File: config.mk
export PLATFORM = sky130hd
export DESIGN_NAME = stable_priority_queue
export DESIGN_NICKNAME = d
export VERILOG_FILES = /design/src/rtl/spq_pkg.sv /design/src/rtl/spq_cell.sv /design/src/rtl/stable_priority_queue.sv
export SDC_FILE = /design/constraint.sdc
export NUM_CORES = 2
export LEC_CHECK = 0
export ABC_AREA = 1
export BUFFER_PORTS_ARGS = -buffer_cell sky130_fd_sc_hd__buf_2
export CORE_UTILIZATION = 58
export CTS_BUF_LIST = sky130_fd_sc_hd__clkbuf_16
export DETAILED_ROUTE_END_ITERATION = 6
export GPL_TIMING_DRIVEN = 1
export MAX_ROUTING_LAYER = met4
export PLACE_DENSITY = 0.82
export SYNTH_ARGS = -nofsm -noshare
export SYNTH_HDL_FRONTEND = slang
export SYNTH_SLANG_ARGS = --single-unit
File: constraint.sdc
create_clock -name clk -period 4.6 [get_ports clk]
set_input_delay 0.69 -clock clk [delete_from_list [all_inputs] [get_ports clk]]
set_output_delay 0.69 -clock clk [all_outputs]
set_load 0.03 [all_outputs]
File: src/rtl/spq_pkg.sv
// Shared types and constants for the stable priority queue.
package spq_pkg;

    localparam int DEFAULT_CAPACITY = 16;
    localparam int PRIO_W           = 16;
    localparam int DATA_W           = 32;
    localparam int OCC_W            = 5;

    localparam logic ACT_PUSH = 1'b0;
    localparam logic ACT_POP  = 1'b1;

    typedef enum logic [1:0] {
        ST_DONE  = 2'd0,
        ST_EMPTY = 2'd1,
        ST_FULL  = 2'd2
    } status_t;

    typedef struct packed {
        logic signed [PRIO_W-1:0] prio;
        logic [DATA_W-1:0]        payload;
    } entry_t;

    typedef struct packed {
        logic   push;
        logic   pop;
        entry_t new_entry;
    } cell_ctrl_t;

endpackage

File: src/rtl/spq_cell.sv
// One slot of the sorted chain: holds an entry, shifts it right on push, left on pop.
module spq_cell
    import spq_pkg::*;
(
    input  logic       clk,
    input  logic       rst_n,
    input  cell_ctrl_t ctrl,
    input  entry_t     left_entry,
    input  logic       left_valid,
    input  logic       left_keep,
    input  entry_t     right_entry,
    input  logic       right_valid,
    output entry_t     entry,
    output logic       valid,
    output logic       keep
);

    entry_t entry_reg;
    entry_t entry_next;
    logic   valid_reg;
    logic   valid_next;

    // An entry stays put when it outranks or ties the new one.
    assign keep = valid_reg &&
                  ($signed(entry_reg.prio) >= $signed(ctrl.new_entry.prio));

    always_comb
    begin
        entry_next = entry_reg;
        valid_next = valid_reg;
        priority if (ctrl.push)
        begin
            valid_next = valid_reg | left_valid;
            priority if (keep)
                entry_next = entry_reg;
            else if (left_keep)
                entry_next = ctrl.new_entry;
            else
                entry_next = left_entry;
        end
        else if (ctrl.pop)
        begin
            entry_next = right_entry;
            valid_next = right_valid;
        end
        else
        begin
            // Hold the slot when no operation moves the chain.
            entry_next = entry_reg;
            valid_next = valid_reg;
        end
    end

    always_ff @(posedge clk or negedge rst_n)
    begin
        if (!rst_n)
            valid_reg <= 1'b0;
        else
            valid_reg <= valid_next;
    end

    always_ff @(posedge clk)
    begin
        entry_reg <= entry_next;
    end

    assign entry = entry_reg;
    assign valid = valid_reg;

endmodule

File: src/rtl/stable_priority_queue.sv
// Top level of the stable priority queue: a sorted chain of cells and the result register.
//
//  channel   ports                                       transfer when
//  command   start, busy, action, priority_req, payload   start && !busy at clk rise
//  result    done, result_payload, status, occupancy      done high, one cycle
//
//  One command per cycle; its result appears in the cycle after acceptance.
//  Every cell compares against the pushed priority at once, and all cells shift on the same clock edge.
//  busy stays low: the chain finishes any operation without stalling a command.
//  rst_n clears the valid bits, the count, the strobe and the result registers; slot contents need no reset.
//  The receiver cannot stall, so results are never held back.
module stable_priority_queue
    import spq_pkg::*;
#(
    parameter int CAPACITY = DEFAULT_CAPACITY
)
(
    input  logic                     clk,
    input  logic                     rst_n,
    input  logic                     start,
    output logic                     busy,
    input  logic                     action,
    input  logic signed [PRIO_W-1:0] priority_req,
    input  logic [DATA_W-1:0]        payload,
    output logic                     done,
    output logic [DATA_W-1:0]        result_payload,
    output logic [1:0]               status,
    output logic [OCC_W-1:0]         occupancy
);

    localparam int CNT_W = $clog2(CAPACITY + 1);

    cell_ctrl_t          ctrl;
    entry_t              cell_entry [CAPACITY];
    logic [CAPACITY-1:0] cell_valid;
    logic [CAPACITY-1:0] cell_keep;

    logic [CNT_W-1:0]    count_reg;
    logic [CNT_W-1:0]    count_next;
    logic                done_reg;
    logic [DATA_W-1:0]   result_payload_reg;
    logic [DATA_W-1:0]   result_payload_next;
    status_t             status_reg;
    status_t             status_next;
    logic [OCC_W-1:0]    occupancy_reg;
    logic [CNT_W+OCC_W-1:0] count_ext;

    logic accept;
    logic is_full;
    logic is_empty;

    assign busy     = 1'b0;
    assign accept   = start && !busy;
    assign is_full  = cell_valid[CAPACITY-1];
    assign is_empty = !cell_valid[0];

    always_comb
    begin
        ctrl.push                   = accept && (action == ACT_PUSH) && !is_full;
        ctrl.pop                    = accept && (action == ACT_POP) && !is_empty;
        ctrl.new_entry.prio         = priority_req;
        ctrl.new_entry.payload      = payload;
    end

    generate
        for (genvar i = 0; i < CAPACITY; i++)
        begin : g_cell
            entry_t left_entry;
            logic   left_valid;
            logic   left_keep;
            entry_t right_entry;
            logic   right_valid;

            if (i == 0)
            begin : g_head
                // Head has a virtual keeping neighbor, so a new top entry lands here.
                assign left_entry = ctrl.new_entry;
                assign left_valid = 1'b1;
                assign left_keep  = 1'b1;
            end
            else
            begin : g_body
                assign left_entry = cell_entry[i-1];
                assign left_valid = cell_valid[i-1];
                assign left_keep  = cell_keep[i-1];
            end

            if (i == CAPACITY - 1)
            begin : g_tail
                assign right_entry = cell_entry[i];
                assign right_valid = 1'b0;
            end
            else
            begin : g_mid
                assign right_entry = cell_entry[i+1];
                assign right_valid = cell_valid[i+1];
            end

            spq_cell u_cell (
                .clk         (clk),
                .rst_n       (rst_n),
                .ctrl        (ctrl),
                .left_entry  (left_entry),
                .left_valid  (left_valid),
                .left_keep   (left_keep),
                .right_entry (right_entry),
                .right_valid (right_valid),
                .entry       (cell_entry[i]),
                .valid       (cell_valid[i]),
                .keep        (cell_keep[i])
            );
        end
    endgenerate

    always_comb
    begin
        count_next          = count_reg;
        result_payload_next = '0;
        status_next         = ST_DONE;
        unique case (action)
            ACT_PUSH:
            begin
                if (is_full)
                    status_next = ST_FULL;
                else
                    count_next = count_reg + CNT_W'(1);
            end
            ACT_POP:
            begin
                if (is_empty)
                    status_next = ST_EMPTY;
                else
                begin
                    count_next          = count_reg - CNT_W'(1);
                    result_payload_next = cell_entry[0].payload;
                end
            end
            default:
            begin
                count_next = count_reg;
            end
        endcase
    end

    // Report occupancy masked to the field width.
    assign count_ext = {{OCC_W{1'b0}}, count_next};

    always_ff @(posedge clk or negedge rst_n)
    begin
        if (!rst_n)
        begin
            count_reg          <= '0;
            done_reg           <= 1'b0;
            result_payload_reg <= '0;
            status_reg         <= ST_DONE;
            occupancy_reg      <= '0;
        end
        else
        begin
            done_reg <= accept;
            if (accept)
            begin
                count_reg          <= count_next;
                result_payload_reg <= result_payload_next;
                status_reg         <= status_next;
                occupancy_reg      <= count_ext[OCC_W-1:0];
            end
        end
    end

    assign done           = done_reg;
    assign result_payload = result_payload_reg;
    assign status         = status_reg;
    assign occupancy      = occupancy_reg;

    a_count_matches_valid: assert property (@(posedge clk) disable iff (!rst_n)
        32'(count_reg) == $countones(cell_valid))
        else $error("entry count disagrees with valid cells");

    a_valid_prefix: assert property (@(posedge clk) disable iff (!rst_n)
        cell_valid == CAPACITY'((CAPACITY+1)'(1) << count_reg) - CAPACITY'(1)
        || cell_valid == '1)
        else $error("valid cells are not a contiguous prefix");

    a_done_follows_accept: assert property (@(posedge clk) disable iff (!rst_n)
        accept |=> done)
        else $error("accepted command produced no result");

    a_empty_result_zero: assert property (@(posedge clk) disable iff (!rst_n)
        (done && status_reg != ST_DONE) |-> result_payload == '0)
        else $error("refused operation returned a payload");

    a_sorted_head: assert property (@(posedge clk) disable iff (!rst_n)
        (cell_valid[0] && cell_valid[1 % CAPACITY] && CAPACITY > 1) |->
        ($signed(cell_entry[0].prio) >= $signed(cell_entry[1 % CAPACITY].prio)))
        else $error("head cell outranked by its neighbor");

endmodule
Word level (Yosys, flattened, before mapping)
Cells that the tools add are included.
- flip-flop bits (word level): 824
- logic and storage cells: 243
- output and inout port bits: 41
- $add $sub $neg: 2
- equality and inequality tests: 17
- bitwise gates (word level): 17
- mux-type cells: 100
- reductions and logical operators: 39
- magnitude comparators: 16
- operators by type and width (operator ; count):
    $mux 48 ; 60
    $ge 16x16->1 ; 16
    $mux 32 ; 2
    $mux 1 ; 33
    $ne 2x2->1 const B ; 16
    $reduce_and 2->1 ; 16
    $logic_and 1x1->1 ; 20
    $or 1x1->1 ; 15
    $mux 5 ; 2
    $pmux 5 s2 ; 1
    $add 5x1->5 const B ; 1
    $sub 5x1->5 const B ; 1
    $pmux 2 s2 ; 1
    $reduce_and 3->1 ; 1
    $mux 2 ; 1
    $ne 2x1->1 const B ; 1
    $not 1->1 ; 2
    $reduce_bool 2->1 ; 1
    $logic_not 1->1 ; 1

Logic depth before layout (Yosys ltp)
- word-level depth: 5
- mapped depth: 18
- gate-level depth less buffers: 16

Cells and area by module
Synthesis repeated with hierarchy kept, for this count alone.
- cells, all modules: 5843
- area, all modules: 48896.9 um^2
- modules (own cells, without submodules) (module ; sequential area each (um^2) ; area each (um^2) ; times used ; cells an instance):
    spq_cell at g_cell[0].u_cell ... ; 1466.4 ; 2949.1 ; 8 ; 353
    spq_cell at g_cell[2].u_cell ... ; 1466.4 ; 2944.1 ; 8 ; 353
    stable_priority_queue ; 1001.0 ; 1751.7 ; 1 ; 195

Worst setup path after synthesis
Ideal clock, no wire load.
- kind: input to register
- start: input priority_req[5]
- end: register g_cell[14].u_cell.entry_reg (netlist bit g_cell[14].u_cell.entry[0]), enable pin
- arrival: 4582 ps
- setup slack: -465 ps
- library setup time: 482 ps
- cell stages on the path: 12
- required time: 4118 ps
- path buffers: 1
- cell sequence: inv_1 -> ha_1 -> a21oi_1 -> nor2_1 -> nor3_1 -> nand2_1 -> nand2_1 -> nand2_1 -> nand2_1 -> nand3_2 -> clkbuf_1 -> a31oi_1
- cells in the longest elaborated chain, start to end: 4
- RTL lines (what ; line ; text):
    start, declared ; stable_priority_queue.sv:23 ; input logic signed [PRIO_W-1:0] priority_req,
    $ge 16x16->1 ; spq_cell.sv:25 ; ($signed(entry_reg.prio) >= $signed(ctrl.new_entry.prio));
    $logic_and 1x1->1 ; spq_cell.sv:24 ; assign keep = valid_reg &&
    $ne 2x2->1 (no line) ; n/a ;
    $reduce_and 2->1 (no line) ; n/a ;
    end signal, assigned ; spq_cell.sv:64 ; entry_reg <= entry_next;
    end, declared ; spq_cell.sv:18 ; entry_t entry_reg;
Every way passes these cells.
A chain may end at the register's enable or synchronous reset.

==> results.md <==
* Reg-to-reg startpoint: g_cell[12].u_cell.entry[43]
* CTS tree: yes
* Final net count at 6,799
* Max capacitance violation total at 0
* Synthesized flop and latch total at 824
* CP Depth at 17
* Num ports at 93
* Share of the synthesized area in the top cell type at 46.6%
* Synth warn at 0
* Total global routing track utilization at ~28%
* Area delta synth->final at 7.65%
* Unique cell type count in the Yosys netlist at 31
* CP dominant cell by count: nand2_1
* CTS buffer count at roughly 90
* Vias at 39,699
* Reg2reg setup slack at 1.73 ns
* P per Cell Area at 561 nW/um^2
* Largest register FFs at 768
* DRT Pass-1 Iters at 6
* Tmin final at 3.11 ns
* Hold Buf Count CTS at 0
* Cts repair resizes at 0
* Fin Setup TNS at 0 ns
* Fill cells at 6,944
* Die area at 86,500 sq um
* R2R cell count at 15
* Critical path buffers and inverters at 5
* Main area contributors after synthesis: edfxtp_1, nand2_1, inv_1
* Worst setup margin at 1.49 ns
* CP top delay family: buffers and inverters
* Core Box Area at 84,100 sq um
* Max Fclk at 321 MHz
* Worst Path Arrival at 3.51 ns
* Clk slew on worst S/H paths at ~0.06 ns
* Initial Util at about three fifths
* Die span in x at 294 um
* CP endpoint kind: flop
* Worst Setup Path Type: in2reg
* Final routed DRC violation total at 0
* Clock network latency to the later pin of the worst-skew pair at 0.66 ns
* Antenna-violating nets left at 0
* Cell taking the most area after synthesis: edfxtp_1
* Share of cells above drive strength 1 at 6.07%
* Least-Margin Pin Slew at 0.895 ns
* Hold Crit Class: in2async
* CTS root buf: clkbuf_16
* Post-layout util at between 60 and 70%
* Vias/cell at between 5 and 6
* Drt wl/cell at about 15 um
* Peak supply drop at 0.316 mV
* Final Setup Violations at 0
* Slowest stage cell, crit path: buf_4
* Max Transition Viols Final at 0
* H-tree depth at 3
* Initial antenna violation count at 1
* GPL Wtd Cong at between 0.8 and 0.9
* RSZ-0062 raised after global routing: false
* Leak at 31.0 nW
* Mapped Area at 49,500 sq um
* Mapped Cells at 6,531
* Critical-path maximum fanout at 48
* Post-synth EDFFs at 768
* Grt total ovfl at 0
* Max stage delay on crit path at 0.46 ns
* Relative slew margins at 40.3%
* Tcrit/Tclk final at 67.6%
* Syn_nets at 6,827
* Seq/Total Area, Yosys at 49.5%
* Most used flip-flop cell after synthesis: edfxtp_1
* Pre-CTS setup slack at 0.901 ns
* Sink Count at 824
* Largest net degree at the start of global routing at around 160
* Synth Area per Inst at ~7.6 sq um
* Rows at 106
* Req. time, crit path at 5.00 ns
* Outcome: complete, no violations
* Post-CTS Setup Repair Bufs at 0
* R2R Path End: g_cell[13].u_cell.entry[19]
* Final Hold Fails at 0
* Post-DP HPWL at 83.8 mm
* Final setup skew at 0.0308 ns
* Total Wirelength at 116 mm
* DRT iter0 DRCs at 4,462
* I/O Buffers at 91
* Global-route wire length before repair at 192 mm
* Startpoint types: primary input
* Async SR Flop Fraction at 6.80%
* Crit-path cells: buf_2 > inv_1 > buf_4 > ha_1 > nand2_2 > inv_1 > nand2_1 > nand2_1 > a21oi_1 > nand4_1 > nand3_1 > nand2_2 > nand2_2 > buf_4 > nand2_1 > nand2_1 > nand2_1
* Die height at roughly 300 um
* Number of global-route vias before repair at between 30,000 and 40,000
* Longest Clk Path Bufs at 3
## placed cells by master (no fill, tap or decap), types with 63 or more instances in the layout
cell type and count:
clkbuf_16 89, a21oi_1 87, buf_2 91, buf_4 77, edfxtp_1 768, nand3_1 91
nand2_1 3821, nand2_2 63, o21ai_0 80, inv_1 882, ha_1 243
## cell usage after synthesis (3+ instances only)
cell type,instances
buf_4,24
a21oi_1,87
buf_2,155
nor2_4,9
nand4_1,29
nand3_1,92
buf_1,9
dfrtp_1,56
nor2_2,18
a211oi_1,3
o21bai_1,14
nand3_2,4
edfxtp_1,768
nor2_1,33
clkbuf_1,72
buf_6,40
nand2_2,47
o21ai_0,80
inv_1,861
ha_1,243
nand2_1,3837
xor2_1,4
o22ai_1,34
## per-layer routing
layer  track usage [%]  up-vias  wire length, um
met5                 -        -                0
met4              6.82        0             2220
met3              3.33      157            10100
met2              42.5     1699            50900
met1              40.1    17872            53200
li1                  -    19971                -
## report_power, final
part           internal (mW)  switching (mW)  total [mW]
sequential              11.3            1.16        12.5
combinational           3.27            7.32        10.6
clock                   3.79            2.97        6.77
total                   18.4            11.5        29.9
## kinds of logic (layout without fill, tap and decap cells)
family | count (synthesis) | in the layout | synth area share (%)
xor+xnor | 4 | 4 | 0.0708
flops | 824 | 824 | 49.5
buf+inv | 1163 | 1203 | 10.0
other cells | 1 | 3 | 0.00758
simple gates | 4072 | 4072 | 31.8
fa+ha+maj | 244 | 244 | 6.19
compound gates | 223 | 223 | 2.44
## how the worst max path moves through the flow
stage                           startpoint                     endpoint  slack [ns]
after floorplan            priority_req[5]   g_cell[14].u_cell.entry[0]        0.58
after global placement    priority_req[11]  g_cell[14].u_cell.entry[16]        0.96
after detailed placement  priority_req[11]  g_cell[10].u_cell.entry[18]        0.90
after CTS                  priority_req[8]  g_cell[13].u_cell.entry[19]        1.52
after global routing      priority_req[11]  g_cell[11].u_cell.entry[17]        1.26
final                     priority_req[15]  g_cell[12].u_cell.entry[30]        1.49
## per-stage QoR
| step | std cells | hold slack (ns) | cell area (sq um) | total power, mW |
|---|---|---|---|---|
| detailed placement | 7546 | 0.461 | 50500 | 23.0 |
| global route | 7706 | 0.251 | 53200 | 32.0 |
| CTS | 7705 | 0.196 | 53200 | 29.8 |
| global placement | 7546 | 0.457 | 50500 | 22.4 |
| finish | 7707 | 0.190 | 53200 | 29.9 |
| floorplan | 6531 | 0.394 | 49500 | 20.4 |
## area by class of cell
cell class | instances | area [sq um] | area share, %
tap | 1134 | 1420 | 2.66
inverter | 863 | 3250 | 6.10
antenna | 2 | 5.00 | 0.00940
timing repair buffer | 181 | 1290 | 2.43
clock inverter | 70 | 483 | 0.907
multi-input combinational | 4544 | 20100 | 37.8
sequential | 824 | 24500 | 45.9
clock buffer | 89 | 2230 | 4.18
Note: power is estimated with default switching activity, not from simulation.
